`config.mk`:
```
export PLATFORM = sky130hd
export DESIGN_NAME = sqvt_delay
export DESIGN_NICKNAME = d
export VERILOG_FILES = /design/src/hdl/sqvt_delay.sv
export SDC_FILE = /design/constraint.sdc
export NUM_CORES = 1
export LEC_CHECK = 0
export BUFFER_PORTS_ARGS = -buffer_cell sky130_fd_sc_hd__buf_2
export CAP_MARGIN = 20
export CORE_AREA = 2 2 39 41
export DETAILED_ROUTE_END_ITERATION = 8
export DIE_AREA = 0 0 41 43
export GPL_ROUTABILITY_DRIVEN = 0
export SYNTH_ARGS = -nofsm -noshare
export SYNTH_HDL_FRONTEND = slang
export SYNTH_SLANG_ARGS = --single-unit
```
`constraint.sdc`:
```
create_clock -name clk -period 1.6 [get_ports clk]
set_clock_uncertainty 0.1 [all_clocks]
set_input_delay 0.08 -clock clk [delete_from_list [all_inputs] [get_ports clk]]
set_output_delay 0.08 -clock clk [all_outputs]
set_load 0.05 [all_outputs]
```
`src/hdl/sqvt_delay.sv`:
```
// Fixed-length shift line that carries side data alongside the cell row.
// Standalone, no package use.
module sqvt_delay #(
    parameter int WIDTH = 8,
    parameter int DEPTH = 2
) (
    input  logic             clk,
    input  logic [WIDTH-1:0] din,
    output logic [WIDTH-1:0] dout
);

    logic [WIDTH-1:0] tap_reg [DEPTH];

    always_ff @(posedge clk)
    begin
        tap_reg[0] <= din;
        for (int i = 1; i < DEPTH; i++)
            tap_reg[i] <= tap_reg[i-1];
    end

    assign dout = tap_reg[DEPTH-1];

endmodule

```
Yosys cells after proc, flatten, opt, wreduce, memory -nomap -nowiden
Memories as Yosys holds them, arrays and structs flattened.
Index checks and enable logic that the tools add are counted.
- bits in latches: 0
- logic and storage cells: 1
- RAM bits: 16
- bits of input ports: 9
- memory bits (read-only): 0
- memories: 1
- register bits after elaboration: 0
- memories (memory ; depth ; bits a word ; read ports ; clocked after memory_dff ; wr ports ; line ; RTL):
    tap_reg ; 2 ; 8 ; 2 ; 0 ; 2 ; 12 ; logic [WIDTH-1:0] tap_reg [DEPTH];
- add/sub/neg operators: 0
- div/mod/pow operators: 0
- shifts and indexed selects: 0
- muxes and demuxes: 0
- bitwise gates (word level): 0
- multiply operators: 0
- order comparisons: 0
- reductions and logical operators: 0
- equal/unequal tests: 0

Logic depth before layout (Yosys ltp)
- depth in word-level cells: 0
- depth in mapped cells: 1

Worst setup path after synthesis
No wires, ideal clock.
- kind: register -> output
- start: memory tap_reg[1][0] (netlist: tap_reg[0][8])
- end: output port dout[0]
- cell stages (with the launch flop): 2
- arrival: 0.465 ns
- setup slack: 0.955 ns
- buffers on the path: 1
- cells stage by stage: dfxtp_1 > buf_4
- RTL lines (item ; line ; RTL):
    start: declaration ; 12 ;
    end: declaration ; 9 ; output logic [WIDTH-1:0] dout

==> Flow_metrics.wiki <==
{| class="wikitable"
! Metric !! Value
|-
| Run status || completed
|-
| Area growth from synthesis to layout || 41.12%
|-
| Utilization after layout || 0.3879
|-
| Unrepaired setup endpoints after global routing || false
|-
| Final setup violation count || 0
|-
| Multi-input combinational gate total || 0
|-
| Per-cell via count in the routed design || between 3 and 4
|-
| Hold violation total from the final report || 0
|-
| Initial Util || 0.2749
|-
| Relative slew margins || 0.8350
|-
| Die area || ~1800 um^2
|-
| Proportion of power drawn by the clock network || 0.330
|-
| Portion of synthesized cell area occupied by the leading cell type || 0.8421
|-
| Post-Route WL || 434 um
|-
| Sequential group share of total power || 0.573
|-
| Final routed wire length divided by cell count || between 7 and 8 um
|-
| Largest delay contributor family on the critical path || flip-flops
|-
| Total congestion overflow after global routing || 0
|-
| TNS Setup || 0 ns
|-
| # fillers || between 100 and 150
|-
| Antenna violations before repair || 0
|-
| Internal power component || between 500 and 600 uW
|-
| Most area-hungry cell type in the Yosys netlist || dfxtp_1
|-
| Number of I/O port buffers || 16
|-
| # placed instances || between 40 and 50
|-
| X dimension of the die || slightly above 40 um
|-
| Sum of internal, switching and leakage power || roughly 740 uW
|-
| Leakage power summed over all cells || 0.2524 nW
|-
| I/O pin total || 17
|-
| Count of buffering cells on the critical path with inverters included || 1
|-
| Syn Area/Cell || between 15 and 20 um^2
|-
| Slowest cell on the critical path || dfxtp_1
|-
| Flip-flop count of the largest register after layout || 16
|-
| Minimum clock period || roughly 1.0 ns
|-
| Core area || 1384 um^2
|-
| Buffer depth of the longest clock path || 2
|-
| Clock-pin slew of the registers on the worst-case setup and hold paths || about 0.080 ns
|-
| FF+latch count, synth || 16
|-
| Sw power || between 150 and 200 uW
|-
| Post-cts hold buffer count || 8
|-
| Final period util || 0.6326
|-
| Type of the most critical hold path || reg -> reg
|-
| Synthesized instance count || 24
|-
| Antenna viol nets, final || 0
|-
| Residual DRC || 0
|-
| Share of power burned in combinational logic || 0.097
|-
| Number of global-route vias before repair || 156
|-
| Signal arrival time at the worst endpoint || 0.83 ns
|-
| Proportion of layout cells with a drive suffix above 1 || 0.4545
|-
| Maximum number of pins on one net before global-route repair || 10
|-
| H-Tree Level Count || 1
|-
| Power density of the placed cells || between 1000 and 1500 nW/um^2
|-
| Yosys warns || 0
|-
| Total number of nets in the final design || 54
|-
| Clock tree from TritonCTS || done
|-
| Switching part of the total || 0.2095
|-
| Count of distinct cell types in the synthesized netlist || 2
|-
| Synth top area cells || dfxtp_1 (84%), buf_4 (16%)
|-
| Largest fanout of any net on the critical path || 1
|-
| F_max || ~990 MHz
|-
| Share of synthesized area occupied by flip-flops and latches || 0.8421
|-
| Global-route wire length before repair || approximately 600 um
|-
| WP data required || 1.42 ns
|-
| Clock latency on the worst-skew pair || between 0.2 and 0.3 ns
|-
| Setup CP Type || reg -> out
|-
| Clock root buffer master || clkbuf_4
|-
| Area used by multi-input combinational logic || 0 um^2
|-
| Worst Slack Setup Final || 0.5878 ns
|-
| Number of DRC markers in iteration 0 || 2
|-
| Sort of element at the start of the critical path || register
|-
| Floorplan die height || 43 um
|-
| Post-place setup slack || about 0.9 ns
|-
| Global router's overall resource usage || 0.06288
|-
| Diodes inserted || 0
|-
| Endpoint type of the worst setup path || output port
|-
| Mapped Nets || 33
|-
| Via count || 185
|-
| Cells along the critical path || buf_2
|-
| Worst supply voltage drop on vdd || 0.0004005 V
|-
| Inserted Clock Buffers || 3
|-
| Max Transition Viols Final || 0
|-
| Number of iterations in the first detailed-routing pass || 2
|-
| Post-route insts no fill || 60
|-
| Count of maximum capacitance violations || 0
|-
| Clock sink count || 16
|-
| Post-CTS setup-driven buffer insertion count || 0
|-
| Actual slew at the worst max-slew pin || approximately 0.25 ns
|-
| Cell area after synthesis || 380.4 um^2
|-
| Number of gates resized after cts || 0
|-
| Standard-cell row count || 14
|-
| Maximum single-stage delay on the critical path || roughly 0.32 ns
|}
stage by stage:
stage               area (um^2)  hold WS (ns)
global route              536.8        0.2304
finish                    536.8        0.2311
CTS                       536.8        0.2324
global placement          420.4       0.08187
detailed placement        420.4       0.08358
floorplan                 380.4      0.007717
cell type report:
cell class | count | area, um^2 | share of cell area
clock buffers | 4 | 36.28 | 0.06760
well taps | 16 | 20.02 | 0.03730
flip-flops and latches | 16 | 320.3 | 0.5967
repair buffers | 24 | 160.2 | 0.2984
cells by family after synthesis:
logic type             after synthesis  share of synthesized area
flip-flops                          16                     0.8421
buffers and inverters                8                     0.1579
cells in the final DEF, fill, tap and decap left out:
master,synthesis,routed
clkbuf_4,0,3
dfxtp_1,16,16
clkbuf_8,0,1
buf_2,0,16
dlygate4sd3_1,0,8
power groups by stage:
| stage | Sequential (mW) | Combinational, mW | Clock, mW |
|---|---|---|---|
| floorplan | 0.432 | 0.0537 | 0 |
| global placement | 0.432 | 0.0569 | 0 |
| detailed placement | 0.433 | 0.0573 | 0 |
| CTS | 0.423 | 0.0722 | 0.251 |
| global route | 0.425 | 0.0754 | 0.275 |
| finish | 0.423 | 0.0719 | 0.244 |
path summary, 6_finish.rpt:
path | endpoint | slack [ns] | cells after the start | from
worst max-delay path | dout[0] | 0.59 | 1 | tap_reg[0][8]
worst max register to register | tap_reg[0][10] | 1.10 | 0 | tap_reg[0][2]
worst min register to register | tap_reg[0][9] | 0.23 | 0 | tap_reg[0][1]
worst min-delay path | tap_reg[0][9] | 0.23 | 0 | tap_reg[0][1]
synthesized netlist by cell type:
library cell	number
buf_4	8
dfxtp_1	16
metal layers:
layer	up-vias	track usage	share of wire
met5	-	0	0
li1	103	-	-
met1	70	0.05316	0.40
met2	10	0.07813	0.47
met3	2	0.03141	0.088
met4	0	0.1000	0.039
No activity file was read; power rests on OpenSTA's default activity.
