**src/hdl/sqvt_wmul.sv**
```systemverilog
// Two-stage signed multiplier: operand a split in two partial products,
// summed in the second stage. Standalone, no package use.
module sqvt_wmul #(
    parameter int A_W = 38,
    parameter int B_W = 27
) (
    input  logic                        clk,
    input  logic signed [A_W-1:0]       a,
    input  logic signed [B_W-1:0]       b,
    output logic signed [A_W+B_W-1:0]   p
);

    localparam int LO_W = A_W / 2;
    localparam int HI_W = A_W - LO_W;
    localparam int P_W  = A_W + B_W;

    logic signed [LO_W+B_W:0]   plo_reg;
    logic signed [HI_W+B_W-1:0] phi_reg;
    logic signed [P_W-1:0]      p_reg;

    // Partial products, then the shifted sum
    always_ff @(posedge clk)
    begin
        plo_reg <= $signed({1'b0, a[LO_W-1:0]}) * b;
        phi_reg <= $signed(a[A_W-1:LO_W]) * b;
        p_reg   <= (P_W'(phi_reg) <<< LO_W) + P_W'(plo_reg);
    end

    assign p = p_reg;

endmodule

```
**config.mk**
```make
export PLATFORM = sky130hd
export DESIGN_NAME = sqvt_wmul
export DESIGN_NICKNAME = d
export VERILOG_FILES = /design/src/hdl/sqvt_wmul.sv
export SDC_FILE = /design/constraint.sdc
export NUM_CORES = 2
export LEC_CHECK = 0
export ABC_AREA = 1
export BUFFER_PORTS_ARGS = -buffer_cell sky130_fd_sc_hd__buf_2
export CORE_MARGIN = 3
export CORE_UTILIZATION = 56
export CTS_CLUSTER_SIZE = 25
export DETAILED_ROUTE_END_ITERATION = 8
export GPL_ROUTABILITY_DRIVEN = 0
export PLACE_DENSITY = 0.7
export SLEW_MARGIN = 20
export SYNTH_ARGS = -nofsm -noshare
export SYNTH_HDL_FRONTEND = slang
export SYNTH_SLANG_ARGS = --single-unit
```
**constraint.sdc**
```tcl
create_clock -name clk -period 13.9 [get_ports clk]
set_clock_uncertainty 0.1 [all_clocks]
set_input_delay 0.695 -clock clk [delete_from_list [all_inputs] [get_ports clk]]
set_output_delay 0.695 -clock clk [all_outputs]
set_load 0.05 [all_outputs]
```
Word level (Yosys, flattened, before mapping)
Index checks and enable logic that the tools add are counted.
{ "totals": {"regBits": 158, "in_bits": 66, "out_inout_bits": 65, "word_cells": 6} }
{ "op_classes": {"addsub": 1, "n_mul": 2} }
{ "op_table": {"columns": ["operator", "n"], "rows": [
  ["65-bit by 47-bit adder with 65-bit output", 1],
  ["20-bit by 27-bit multiplier with 47-bit output", 1],
  ["19-bit by 27-bit multiplier with 46-bit output", 1]
]} }

Longest topological paths before layout
{ "depth": {"word_depth": 1, "ltp_mapped": 30, "mapped_depth_nobuf": 28} }

Worst setup path after synthesis
Ideal clock, no wire load.
{ "synth_timing": {"path_type": "input -> register", "start": "input b[26]", "end": "register plo_reg[46]", "arrival_ps": 6503, "required_ps": 13687, "setup_slack_ps": 7184, "cell_stages": 24, "path_buffers": 2, "cell_sequence": "clkbuf_1 -> buf_1 -> nand2_1 -> fa_1 -> fa_1 -> inv_1 -> fa_1 -> inv_1 -> fa_1 -> inv_1 -> fa_1 -> fa_1 -> inv_1 -> fa_1 -> inv_1 -> ha_1 -> nand2_2 -> nor2_2 -> nand2_1 -> nor2_2 -> and3_1 -> nand2_1 -> nand3_1 -> nand2_1"} }
{ "synth_between": {"elab_chain_cells": 1} }
{ "synth_rtl": {"columns": ["element", "line", "text"], "rows": [
  ["start, declared", "9", "input logic signed [B_W-1:0] b,"],
  ["20-bit by 27-bit multiplier with 47-bit output", "24", "plo_reg <= $signed({1'b0, a[LO_W-1:0]}) * b;"],
  ["end signal, assigned", "24", null],
  ["end, declared", "17", "logic signed [LO_W+B_W:0] plo_reg;"]
]} }
No other way between the ends.

Worst setup path in the final report
{ "layout_timing": {"start": "input b[13]", "end": "register plo_reg[25]"} }
The elaborated chain is that of the path after synthesis.

==> results.sh <==
export IMPL_fmax_ghz=0.140
export IMPL_synth_top_area_share_pct=43.1
export IMPL_cts_max_level=4
export IMPL_synth_area_leaders="fa_1 43%, inv_1 16%, nand2_1 16%, ha_1 7.8%, dfxtp_1 6.6%"
export IMPL_drt_wl_total_mm=132
export IMPL_die_w_um=298
export IMPL_setup_tns_ps=0
export IMPL_worst_slew_pin_slew_ps=1150
export IMPL_viasPerCell=5.11
export IMPL_dr_first_iter_drc_count=3254
export IMPL_cts_tree="yes"
export IMPL_cts_root_buf="clkbuf_16"
export IMPL_hold_buffers=0
export IMPL_final_cell_mix="2047 x inv_1, 2012 x nand2_1, 1024 x fa_1, 298 x ha_1, 218 x nor2_1"
export IMPL_post_cts_resized=0
export IMPL_worstHoldPathType="reg2reg"
export IMPL_rsz0062_at_grt="no"
export IMPL_wire_per_inst_um=17.3
export IMPL_ant_nets=0
export IMPL_core_area_um2=84000
export IMPL_setup_violations_final=0
export IMPL_clk_pin_slew_ps=70
export IMPL_synth_seq_cells=158
export IMPL_syn_inst=6513
export IMPL_final_area_um2=49600
export IMPL_clk_latency_ps=460
export IMPL_numCtsBuffers=17
export IMPL_num_rows=106
export IMPL_avgSynthCellArea_um2=7.31
export IMPL_endpoint_kind="register"
export IMPL_drt_first_pass_iters=6
export IMPL_io_buffers=130
export IMPL_nets=7854
export IMPL_drv_slew=0
export IMPL_ioPinCount=131
export IMPL_critPathMaxFanout=38
export IMPL_grt_overflow_total=0
export IMPL_critPathArrivalTime_ps=7340
export IMPL_holdCritStartpoint="plo_reg[12]"
export IMPL_cts_setup_buffers=0
export IMPL_largest_reg_flops=65
export IMPL_cts_sinks=158
export IMPL_crit_start="b[13]"
export IMPL_start_util_pct=56.7
export IMPL_die_h_um=298
export IMPL_grt_pass1_wl_mm=215
export IMPL_period_share_pct=51.5
export IMPL_cts_max_path_buffers=2
export IMPL_fillers=7855
export IMPL_status="finished, final reports clean"
export IMPL_grt_pass1_vias=40217
export IMPL_layout_commonest_cell="inv_1"
export IMPL_crit_required_ps=14090
export IMPL_die_area_um2=88500
export IMPL_critical_path_class="in2reg"
export IMPL_drc=0
export IMPL_maxCapViolations=0
export IMPL_syn_to_final_growth_pct=4.28
export IMPL_worstSetupStartpointType="primary input"
export IMPL_r2r_start="plo_reg[46]"
export IMPL_vias=38947
export IMPL_antenna_found_initial=4
export IMPL_period_needed_ps=7150
export IMPL_yosys_area_top_type="fa_1"
export IMPL_syn_area_um2=47600
export IMPL_track_usage_pct=30.8
export IMPL_drive_gt1_share_pct=4.45
export IMPL_ys_seq_area_share_pct=6.64
export IMPL_grt_max_degree=40
export IMPL_dp_hpwl_mm=106
export IMPL_seq_area_um2=3160
export IMPL_syn_nets=7901
export IMPL_multi_input_area_um2=35900
export IMPL_timing_slew_headroom_pct=23.6
export IMPL_hold_violations=0
export IMPL_postPlaceCellArea_um2=49000
export IMPL_synth_distinct_cells=32
export IMPL_yosysWarningCount=0
## cells by family (layout without fill, tap and decap cells)
group                      count (synthesis)  after routing  share of synthesized area, %
buffers and inverters                   2276           2242                          18.0
and+or+nand+nor                         2513           2513                          21.1
xor gates and xnor gates                  73             73                          1.34
adders and majority gates               1322           1322                          50.9
other                                      0              2                             0
DFF                                      158            158                          6.64
AOI/OAI and AO/OA                        171            171                          2.01
## Yosys cell counts, drive strengths merged
cell / instances
inv: 2055
nand2: 2036
fa: 1024
ha: 298
nor2: 252
clkbuf: 166
dfxtp: 158
nand3: 148
a21oi: 119
buf: 55
xor2: 49
nand4: 40
o21ai: 24
xnor2: 24
nor3: 23
o21bai: 21
nand3b: 7
or2: 5
a21o: 3
o211ai: 2
o21a: 2
and2: 1
and3: 1
## final cells by class
cell class	instances	area share (%)
multi-input combinational	4079	72.3
antenna	2	0.0101
clock inverter	14	0.335
sequential	158	6.37
timing repair buffer	155	1.69
inverter	2055	15.5
clock buffer	18	0.885
tap	1134	2.86
## through the flow
stage / util (%) / cells / worst slack [ps] / hold slack [ps]
6_report: 59.1 / 7615 / 6750 / 227
5_1_grt: 59.1 / 7614 / 6390 / 229
4_1_cts: 59.1 / 7613 / 6870 / 228
3_5_place_dp: 58.4 / 7581 / 6370 / 212
3_3_place_gp: 58.4 / 7581 / 6430 / 210
2_1_floorplan: - / 6513 / 7180 / 210
## final timing paths
kind | cells past startpoint | to | slack (ps)
setup / recovery | 19 | plo_reg[25] | 6750
hold / removal | 0 | p[12] | 230
setup reg to reg | 9 | p[54] | 10880
hold reg to reg | 0 | p[12] | 230
## metal layers
metal	up-vias	GRT usage (%)	share of wire (%)
met5	-	0	0.017
met4	4	9.72	3.2
met3	214	5.17	9.8
met2	1745	48.0	44
li1	17973	-	-
met1	19011	44.1	43
## worst max-delay path: stages
cell	delay, ps
buf_2	810
nand2_1	210
fa_1	580
inv_1	50
fa_1	470
fa_1	560
fa_1	430
fa_1	460
fa_1	510
inv_1	60
fa_1	520
inv_1	50
ha_1	400
nand2_2	160
nor2_2	180
inv_2	80
nor3_1	370
a21oi_1	230
xnor2_1	480
Power is left out: the tool's default activity adds up to more than one toggle a clock period on the data nets, which glitch-free logic cannot reach.
