`config.mk`:
```
export PLATFORM = sky130hd
export DESIGN_NAME = sqvt_cell
export DESIGN_NICKNAME = d
export VERILOG_FILES = /design/src/hdl/sqvt_pkg.sv /design/src/hdl/sqvt_cell.sv
export SDC_FILE = /design/constraint.sdc
export NUM_CORES = 1
export LEC_CHECK = 0
export ABC_CLOCK_PERIOD_IN_PS = 800
export CAP_MARGIN = 30
export CORE_AREA = 2 2 239 241
export CTS_CLUSTER_DIAMETER = 120
export DETAILED_ROUTE_END_ITERATION = 8
export DIE_AREA = 0 0 241 243
export DONT_BUFFER_PORTS = 1
export PLACE_DENSITY = 0.44
export SETUP_SLACK_MARGIN = 0.2
export SLEW_MARGIN = 20
export SYNTH_ARGS = -nofsm -noshare
export SYNTH_HDL_FRONTEND = slang
export SYNTH_SLANG_ARGS = --single-unit
```
`constraint.sdc`:
```
create_clock -name clk -period 0.8 [get_ports clk]
set_input_delay 0.12 -clock clk [delete_from_list [all_inputs] [get_ports clk]]
set_output_delay 0.12 -clock clk [all_outputs]
set_load 0.1 [all_outputs]
```
`src/hdl/sqvt_pkg.sv`:
```
// Shared types, constants and helpers for the sprite quad vertex transform.
// Used by sqvt_cell, the top level and the testbench; depends on nothing.
package sqvt_pkg;

    // Rotation unit: one step per cell
    localparam int CORDIC_STEPS = 20;
    localparam int CW           = 33;   // CORDIC x, y, z width
    localparam int CSW          = 27;   // sine and cosine after the Q2.24 floor
    localparam logic signed [CW-1:0] CORDIC_X0 = 33'sd652032874;

    localparam logic [31:0] ATAN_TURN [CORDIC_STEPS] = '{
        32'd536870912, 32'd316933406, 32'd167458907, 32'd85004756, 32'd42667331,
        32'd21354465,  32'd10679838,  32'd5340245,   32'd2670163,  32'd1335087,
        32'd667544,    32'd333772,    32'd166886,    32'd83443,    32'd41722,
        32'd20861,     32'd10430,     32'd5215,      32'd2608,     32'd1304
    };

    // Texture coordinate divider: one quotient bit per cell
    localparam int UV_BITS   = 17;
    localparam int DIV_STEPS = UV_BITS;
    localparam int DIM_BITS  = 13;
    localparam int REM_BITS  = 13;
    localparam logic [DIM_BITS-1:0] DIM_MAX = 13'd4096;
    localparam logic [UV_BITS-1:0]  UV_MAX  = '1;

    // Placed-mode offsets
    localparam int OFF_W = 38;
    localparam logic signed [OFF_W-1:0] OFF_LIM = 38'sh10_0000_0000;

    // Register indexes on the configuration port
    localparam logic [2:0] REG_TEX_LEFT   = 3'd0;
    localparam logic [2:0] REG_TEX_TOP    = 3'd1;
    localparam logic [2:0] REG_TEX_RIGHT  = 3'd2;
    localparam logic [2:0] REG_TEX_BOTTOM = 3'd3;
    localparam logic [2:0] REG_ANCHOR_X   = 3'd4;
    localparam logic [2:0] REG_ANCHOR_Y   = 3'd5;
    localparam logic [2:0] REG_UPP        = 3'd6;
    localparam logic [2:0] REG_TEX_DIMS   = 3'd7;

    // State of one item as it moves down the cell row.
    // Divider lanes: 0 left/u, 1 right/u, 2 top/v, 3 bottom/v.
    typedef struct packed {
        logic                            valid;
        logic                            rot;
        logic [1:0]                      quarter;
        logic signed [CW-1:0]            x;
        logic signed [CW-1:0]            y;
        logic signed [CW-1:0]            z;
        logic [3:0][REM_BITS-1:0]        rem;
        logic [3:0][UV_BITS-1:0]         quo;
        logic [3:0][UV_BITS-1:0]         lo;
        logic [3:0]                      sat;
    } cell_t;

    // Saturate to the signed 32-bit range
    function automatic logic signed [31:0] sat32(input logic signed [42:0] v);
        logic signed [31:0] r;
        if (v > 43'sd2147483647)
            r = 32'sh7FFF_FFFF;
        else if (v < -43'sd2147483648)
            r = 32'sh8000_0000;
        else
            r = v[31:0];
        return r;
    endfunction

endpackage

```
`src/hdl/sqvt_cell.sv`:
```
// One cell of the row: a CORDIC micro-rotation and, below DIV_STEPS, one
// restoring-division step on all four texture lanes. Depends on sqvt_pkg.
module sqvt_cell #(
    parameter int STEP = 0
) (
    input  logic                             clk,
    input  logic                             rst_n,
    input  sqvt_pkg::cell_t                  cin,
    input  logic [sqvt_pkg::DIM_BITS-1:0]    dim_w,
    input  logic [sqvt_pkg::DIM_BITS-1:0]    dim_h,
    output sqvt_pkg::cell_t                  cout
);

    sqvt_pkg::cell_t nxt;
    sqvt_pkg::cell_t data_reg;
    logic            valid_reg;
    logic signed [sqvt_pkg::CW-1:0]     xs;
    logic signed [sqvt_pkg::CW-1:0]     ys;
    logic [sqvt_pkg::REM_BITS:0]        trial [4];
    logic [sqvt_pkg::REM_BITS:0]        dm    [4];
    logic                               take  [4];

    // Micro-rotation and division step
    always_comb
    begin
        nxt = cin;
        xs  = cin.x >>> STEP;
        ys  = cin.y >>> STEP;
        if (!cin.z[sqvt_pkg::CW-1])
        begin
            nxt.x = cin.x - ys;
            nxt.y = cin.y + xs;
            nxt.z = cin.z - $signed({1'b0, sqvt_pkg::ATAN_TURN[STEP]});
        end
        else
        begin
            nxt.x = cin.x + ys;
            nxt.y = cin.y - xs;
            nxt.z = cin.z + $signed({1'b0, sqvt_pkg::ATAN_TURN[STEP]});
        end
        for (int j = 0; j < 4; j++)
        begin
            dm[j]    = {1'b0, ((j < 2) ? dim_w : dim_h)};
            trial[j] = {cin.rem[j], cin.lo[j][sqvt_pkg::UV_BITS-1]};
            take[j]  = (trial[j] >= dm[j]);
            if (STEP < sqvt_pkg::DIV_STEPS)
            begin
                nxt.rem[j] = take[j] ? sqvt_pkg::REM_BITS'(trial[j] - dm[j])
                                     : sqvt_pkg::REM_BITS'(trial[j]);
                nxt.quo[j] = {cin.quo[j][sqvt_pkg::UV_BITS-2:0], take[j]};
                nxt.lo[j]  = {cin.lo[j][sqvt_pkg::UV_BITS-2:0], 1'b0};
            end
        end
    end

    // Valid bit
    always_ff @(posedge clk or negedge rst_n)
    begin
        if (!rst_n)
            valid_reg <= 1'b0;
        else
            valid_reg <= cin.valid;
    end

    // Payload
    always_ff @(posedge clk)
    begin
        data_reg <= nxt;
    end

    always_comb
    begin
        cout       = data_reg;
        cout.valid = valid_reg;
    end

endmodule

```
After elaboration in Yosys (flattened, before gate mapping). Index checks and enable logic that the tools add are counted.

Bits in registers: 291. Input bits: 323. Output and inout port bits: 295. Logic and storage cells: 37.

$add $sub $neg: 9. Magnitude comparators: 4. Multiplexer cells: 5.

Operators by type and width (number): 99-bit two-way mux (1); 33-bit subtractor (2); 14-bit by 13-bit greater-or-equal comparator with 1-bit output (4); 13-bit two-way mux (4); 13-bit subtractor (4); 33-bit by 31-bit adder with 33-bit output, second input constant (1); 33-bit adder (1); 33-bit by 31-bit subtractor with 33-bit output, second input constant (1).

Logic depth before layout (Yosys ltp). Gate-level depths: netlist of run 1.

Depth in word-level cells: 2. Gate-level depth with buffers: 12. Depth with buffers taken out: 11.

Worst setup path after synthesis of run 1. OpenSTA, ideal clock, no wires.

Path type: input port to flip-flop. Start point: in cin[20] in the netlist's numbering. End point: reg data_reg (netlist bit cout[145]). Library setup time: 0.123 ns. Arrival time: 2.418 ns. Required time: 0.677 ns. Setup slack: -1.741 ns. Cell stages on the path: 12. Cell sequence: inv_1 > ha_1 > fa_1 > nor2b_1 > o21ai_1 > a21boi_1 > nor3_1 > o31ai_1 > o22ai_1 > o21a_1 > buf_2 > mux2_1.

RTL lines: from (decl) (RTL line sqvt_cell.sv:8) `input sqvt_pkg::cell_t cin,`; to (signal assigned) (RTL line sqvt_cell.sv:68) `data_reg <= nxt;`; to (decl) (RTL line sqvt_cell.sv:15) `sqvt_pkg::cell_t data_reg;`.

==> impl_results.md, run 1 <==
- CP Data Arrival Time: 2410 ps
- Mean Syn Cell Area: 9.31 sq um
- CTS Root Cell: clkbuf_16
- Ant diodes: 0
- FMAX: 517 MHz
- Met2 routed WL: 31400 microns
- Fin Hold WS: -308 ps
- Wire per inst: 20.3 microns
- Die ar.: 0.0586 sq mm
- Min cycle time layout: 1930 ps
- Die X-Extent: 241 microns
- Synthesis-stage register bit count: 290
- Synth Cell Area: 0.0147 sq mm
- IO Count: 618
- Grt total ovfl: 0
- DR top layer: met5
- CP Launch Type: input port
- Die Y: 243 microns
- Rows: 87
- Post-synth ARST share: 0.00345
- Routed met3 length: 5220 microns
- Starting DRT DRC Count: 571
- Synth warn: 0
- Initial antenna violation count: 1
- CTS tree: yes
- Router iterations before antenna repair: 5
- Routed WL: 62100 microns
- Setup ws final: -1130 ps
- Max FO, Critical Path: 3
- Starting Density: 0.263
- Number of distinct library cells after synthesis: 83
- Tot Pwr: 61.3 mW
- Failing checks: hold timing, setup timing
- Routed Antenna Nets: 0
- Nets: 2758
- Worst Path Required: 1280 ps
- DRC errors left: 0
- Fin. Hold Viols: 75
- Clock transition at path regs: 60 ps
- Metal1 wirelength: 24300 microns
- HP Class: input port to register
- HPWL Detailed: 48800 microns
- Ys flop type: dfxtp_1
- Ratio of cells with drive above 1 in the final layout: 0.515
- # placed instances: 2730
- CTS Sinks: 290
- Largest net degree at the start of global routing: 95
- Clock Path Buffers: 3
- Worst Tran Pin Value: 513 ps
- Seq/Total Area, Yosys: 0.395
- VDD IR-drop max: 1.85 mV
- Dpl ws: -1770 ps
- Max-slew violations: 0
- Crit path kind: input port to register
- DP Area: 0.0209 sq mm
- Post-Layout Cell Count: 3060
- Post-synth EDFFs: 0
- Cell area after layout: 0.0259 sq mm
- Pwr dens: 2370 mW/mm^2
- FILL cells: 5268
- Layout area overhead: 75.9%
- Final setup viols: 405
- Max-Cap Viols: 0
- GRT Overall Usage: 0.203
- GP Congestion: 0.908
- H-tree depth: 2
- Vias in the first global route: 14500
- Cells after Synth: 1582
- CTS buffer count: 35
- Vias per cell: 4.63
- Global-route wire length before repair: 90300 microns
- Leakage: 11.1 nW
- Tcrit/Tclk final: 2.42
- Vias: 14200
- Outcome: complete, but fails checks
- Core ar.: 0.0560 sq mm
- Worst setup EP type: register
- Port Buffers: 0
- Relative slew margins: 0.654
- Max reg flops: 289
- Fin Setup TNS: -215640 ps
- RSZ-0062 raised after global routing: yes
path summary, 6_finish.rpt:
path                           from  depth (start not counted)                  end  slack (ps)
setup / recovery           cin[275]                          9    cout[255]$_DFF_P_       -1130
hold / removal              cin[71]                          2    cout[179]$_DFF_P_        -310
max in group asynchronous     rst_n                          2  valid_reg$_DFF_PN0_         360
min in group asynchronous     rst_n                          2  valid_reg$_DFF_PN0_         340
critical path, cell delays in order:
cell and delay (ps):
ha_4 230, or4_4 580, or3_4 360, a2111oi_4 210, a211oi_2 100, o31ai_4 310
a31oi_4 150, o211ai_1 200, xnor2_1 140
report_power, final:
group | switching [mW] | internal, mW
Sequential | 14.5 | 16.8
Clock | 6.81 | 9.09
Combinational | 6.52 | 7.58
Total | 27.8 | 33.5
per-stage QoR:
| stage | util | hold slack (ps) |
|---|---|---|
| global route | 0.463 | -331 |
| finish | 0.463 | -308 |
| global placement | 0.373 | -176 |
| CTS | 0.450 | -347 |
| floorplan | - | -176 |
| detailed placement | 0.373 | -176 |
cell usage after synthesis, types with 6 or more instances:
master / count / share of area
o21bai_1: 16 / 0.0082
o31ai_1: 12 / 0.0061
buf_4: 7 / 0.0036
a311oi_1: 7 / 0.0042
ha_1: 150 / 0.13
nor3_1: 36 / 0.012
a21boi_1: 10 / 0.0051
o211ai_1: 15 / 0.0076
mux2i_1: 28 / 0.019
clkbuf_1: 28 / 0.0071
a31oi_1: 19 / 0.0081
nor2_1: 105 / 0.027
o21a_1: 17 / 0.0087
o2111ai_1: 6 / 0.0036
buf_2: 10 / 0.0034
a211oi_1: 14 / 0.0071
mux2_1: 28 / 0.021
nor4_1: 7 / 0.0030
o21ai_1: 24 / 0.0082
buf_1: 11 / 0.0028
nand4_1: 20 / 0.0085
nand2b_1: 13 / 0.0055
dfxtp_1: 289 / 0.39
mux2_2: 13 / 0.0099
inv_1: 144 / 0.037
xor2_1: 23 / 0.014
nor2b_1: 19 / 0.0081
nand2_1: 67 / 0.017
xnor2_1: 70 / 0.042
a21o_1: 32 / 0.016
nand3_1: 18 / 0.0061
and4_1: 9 / 0.0054
fa_1: 8 / 0.011
or3_1: 10 / 0.0042
a21oi_1: 133 / 0.045
a21boi_0: 7 / 0.0036
o21ai_0: 61 / 0.021
a31o_2: 7 / 0.0042
what timing repair did:
item,CTS,global route
gates cloned,2,0
endpoints found under the hold margin,280,87
endpoints found under the setup margin,408,411
resized for setup,159,131
buffers inserted,34,16
pin swaps,79,98
hold buffers,212,2
final cells by class:
cell class | instances | area [sq um] | area share
flip-flops and latches | 290 | 6900 | 0.266
clock inverters | 25 | 215 | 0.00831
clock buffers | 39 | 922 | 0.0356
inverters | 150 | 686 | 0.0265
multi-input cells | 1089 | 10000 | 0.388
repair buffers | 711 | 6200 | 0.239
well taps | 756 | 946 | 0.0365
per-layer routing:
metal  global-route usage  vias up
li1                     -     6938
met1                0.232     6722
met2                0.364      427
met3               0.0654       75
met4               0.0441        2
met5                    0        -
cells in the final DEF (no fill, tap or decap), types with 15 or more instances in the layout:
cell type	instances
mux2i_1	22
a21oi_1	82
xor2_1	22
dfxtp_4	289
o21ai_2	27
o211ai_1	15
mux2_4	36
nand2_1	59
o21ai_0	33
ha_1	117
nand3_1	16
dlygate4sd3_1	213
nor3_1	27
inv_2	15
a21oi_2	37
nand4_1	20
buf_6	54
nor2_1	99
xnor2_1	58
inv_1	119
ha_4	31
o21ai_1	21
a21o_1	32
clkbuf_16	38
buf_4	434
logic make-up (layout without fill, tap and decap cells):
family	Yosys count	after routing	share of synthesized area
AO/OA/AOI/OAI	432	432	0.194
adder cells (fa/ha/maj)	158	158	0.138
flip-flops	290	290	0.395
AND/OR/NAND/NOR	333	333	0.112
other	1	4	0.000255
multiplexers	69	69	0.0504
buffers and inverters	206	925	0.0551
XOR/XNOR	93	93	0.0553
No activity file was read; power rests on OpenSTA's default activity.
==> run 2, diff against run 1 <==
- ABC_CLOCK_PERIOD_IN_PS: 800 -> 1800
- CORE_AREA: 2 2 239 241 -> 5 5 236 238
- SETUP_SLACK_MARGIN: 0.2 -> default
- clock period: 0.8 -> 1.8 ns (I/O delays scaled with it)
==> impl_results.md, run 2 (synthesis results as in run 1) <==
- Routed WL: 75600 microns (was 62100 microns)
- Fin. Hold Viols: 7 (was 75)
- Routed Antenna Nets: 0 (unchanged)
- Commonest non-fill, non-tap cell in the layout: buf_4 (unchanged)
- CTS Root Cell: clkbuf_16 (unchanged)
- CP Launch Type: input port (unchanged)
- Starting DRT DRC Count: 599 (was 571)
- VDD IR-drop max: 1.10 mV (was 1.85 mV)
- H-tree depth: 2 (unchanged)
- Starting Density: 0.276 (was 0.263)
- Die Y: 243 microns (unchanged)
- Port Buffers: 0 (unchanged)
- Die X-Extent: 241 microns (unchanged)
- Clock transition at path regs: 60 ps (about the same)
- Relative slew margins: 0.554 (was 0.654)
- Initial antenna violation count: 5 (was 1)
- HPWL Detailed: 60500 microns (was 48800 microns)
- CP Data Arrival Time: 2550 ps (was 2410 ps)
- FILL cells: 4970 (was 5268)
- Rows: 85 (was 87)
- Worst Path Required: 2240 ps (was 1280 ps)
- Vias in the first global route: 16400 (was 14500)
- Fin Hold WS: -152 ps (was -308 ps)
- Worst setup EP type: register (unchanged)
- Global-route wire length before repair: 108000 microns (was 90300 microns)
- Worst Tran Pin Value: 664 ps (was 513 ps)
- Router iterations before antenna repair: 5 (unchanged)
- Leakage: 12.1 nW (was 11.1 nW)
- Cell mode on critical path: o211ai_1
- Final setup viols: 85 (was 405)
- Core ar.: 0.0534 sq mm (was 0.0560 sq mm)
- GP Congestion: 0.946 (was 0.908)
- Tot Pwr: 28.6 mW (was 61.3 mW)
- Vias: 15500 (was 14200)
- Die ar.: 0.0586 sq mm (unchanged)
- Failing checks: hold timing, setup timing (unchanged)
- Layout area overhead: 78.5% (was 75.9%)
- Worst Hold Path Cells: 2 (unchanged)
- DRC errors left: 0 (unchanged)
- Area of the multi-input gates: 0.00973 sq mm (was 0.0100 sq mm)
- Crit path from: cin[225] (was cin[275])
- CTS tree: yes (unchanged)
- Max-slew violations: 0 (unchanged)
- GRT Overall Usage: 0.243 (was 0.203)
- Clock Path Buffers: 3 (unchanged)
- Pwr dens: 1090 mW/mm^2 (was 2370 mW/mm^2)
- Util after Layout: 0.492 (was 0.463)
- HP Class: input port to register (unchanged)
- Crit path kind: input port to register (unchanged)
- Setup ws final: -308 ps (was -1130 ps)
- Wire per inst: 23.2 microns (was 20.3 microns)
- Crit path capture: cout[253]$_DFF_P_ (was cout[255]$_DFF_P_)
- Min cycle time layout: 2110 ps
- Largest net degree at the start of global routing: 95 (unchanged)
- Max FO, Critical Path: 5 (was 3)
- Nets: 3014 (was 2758)
- Slowest stage cell, crit path: fa_2 (was or4_4)
- Vias per cell: 4.77 (was 4.63)
- Largest stage delay on the critical path: 360 ps (was 580 ps)
- CTS Sinks: 290 (unchanged)
- Max reg flops: 289 (unchanged)
- Worst path cell trace: ha_4 > fa_2 > nor2b_4 > o211ai_1 > buf_4 > a211oi_4 > o211ai_1 > a21oi_2 > buf_6 > a21boi_4 > mux2i_1 > xnor2_1 (was ha_4 > or4_4 > or3_4 > a2111oi_4 > a211oi_2 > o31ai_4 > a31oi_4 > o211ai_1 > xnor2_1)
- FF+latch area: 0.00581 sq mm (was 0.00690 sq mm)
- FMAX: 474 MHz
- Max-Cap Viols: 0 (unchanged)
- Tcrit/Tclk final: 1.17
- CTS buffer count: 36 (was 35)
- Ratio of cells with drive above 1 in the final layout: 0.424 (was 0.515)
- RSZ-0062 raised after global routing: yes (unchanged)
- Outcome: complete, but fails checks (unchanged)
- IO Count: 618 (unchanged)
- Most frequent cells in the layout: 711 x buf_4, 288 x dfxtp_1, 227 x dlygate4sd3_1, 119 x inv_1, 117 x ha_1 (was 434 x buf_4, 289 x dfxtp_4, 213 x dlygate4sd3_1, 119 x inv_1, 117 x ha_1)
- Hold-fix buffers, CTS: 227 (was 212)
- Grt total ovfl: 0 (unchanged)
- Min-delay src: cin[54] (was cin[71])
[run 2: cell types whose count changed in the layout (fill, tap and decap cells not counted), sizes merged, moves of 2 or more]
cell and delta:
dlygate4sd3 +14, clkinv -11, buf +241, clkbuf +13, diode +2, inv -4
[run 2: layout make-up]
class / count / share of cell area
antenna: 2 / 0.000190
clock buffer: 52 / 0.0400
clock inverter: 12 / 0.00662
inverter: 150 / 0.0248
multi-input combinational: 1090 / 0.370
sequential: 290 / 0.221
tap: 696 / 0.0331
timing repair buffer: 965 / 0.304
[run 2: per-layer routing]
layer	GRT usage	part of all wire
met3	0.0549	0.060
met1	0.265	0.38
met5	0	0.00015
met2	0.443	0.51
met4	0.113	0.055
[run 2: critical path: cells and delay by family]
kind                       cells  cell delay (ps)
and+or+nand+nor                1              140
muxes                          1              110
AOI/OAI and AO/OA              5              990
adders and majority gates      2              510
xor gates and xnor gates       1              140
buffers and inverters          2              380
[run 2: how the worst min path moves through the flow]
| stage | end | slack, ps |
|---|---|---|
| final | cout[166]$_DFF_P_ | -150 |
| after global routing | cout[179]$_DFF_P_ | -160 |
| after CTS | cout[179]$_DFF_P_ | -200 |
| after detailed placement | valid_reg$_DFF_PN0_ | -30 |
| after global placement | valid_reg$_DFF_PN0_ | -30 |
| after floorplan | valid_reg$_DFF_PN0_ | -30 |
[run 2: metrics by stage]
stage	TNS, ps	instance area [sq um]	instances	setup slack [ps]	hold slack, ps
2_1_floorplan	-44150	15700	1585	-671	-25.6
3_3_place_gp	-74560	21400	2914	-979	-25.5
3_5_place_dp	-74990	21400	2914	-946	-25.5
4_1_cts	-8610	25700	3242	-220	-195
5_1_grt	-15750	26300	3256	-359	-159
6_report	-11060	26300	3257	-308	-152
[run 2: where the power goes]
| group | internal (mW) | switching [mW] | leakage [nW] |
|---|---|---|---|
| Sequential | 7.24 | 0.327 | 2.45 |
| Combinational | 4.18 | 9.26 | 9.05 |
| Clock | 4.52 | 3.03 | 0.596 |
| Total | 15.9 | 12.6 | 12.1 |
[run 2: what timing repair did]
action                                 in CTS  in global routing
endpoints found under the hold margin     254                 12
gates resized for setup                    98                105
pin swaps                                  62                104
setup endpoints to repair                  87                103
cloned                                      3                  0
buffers inserted                           37                 24
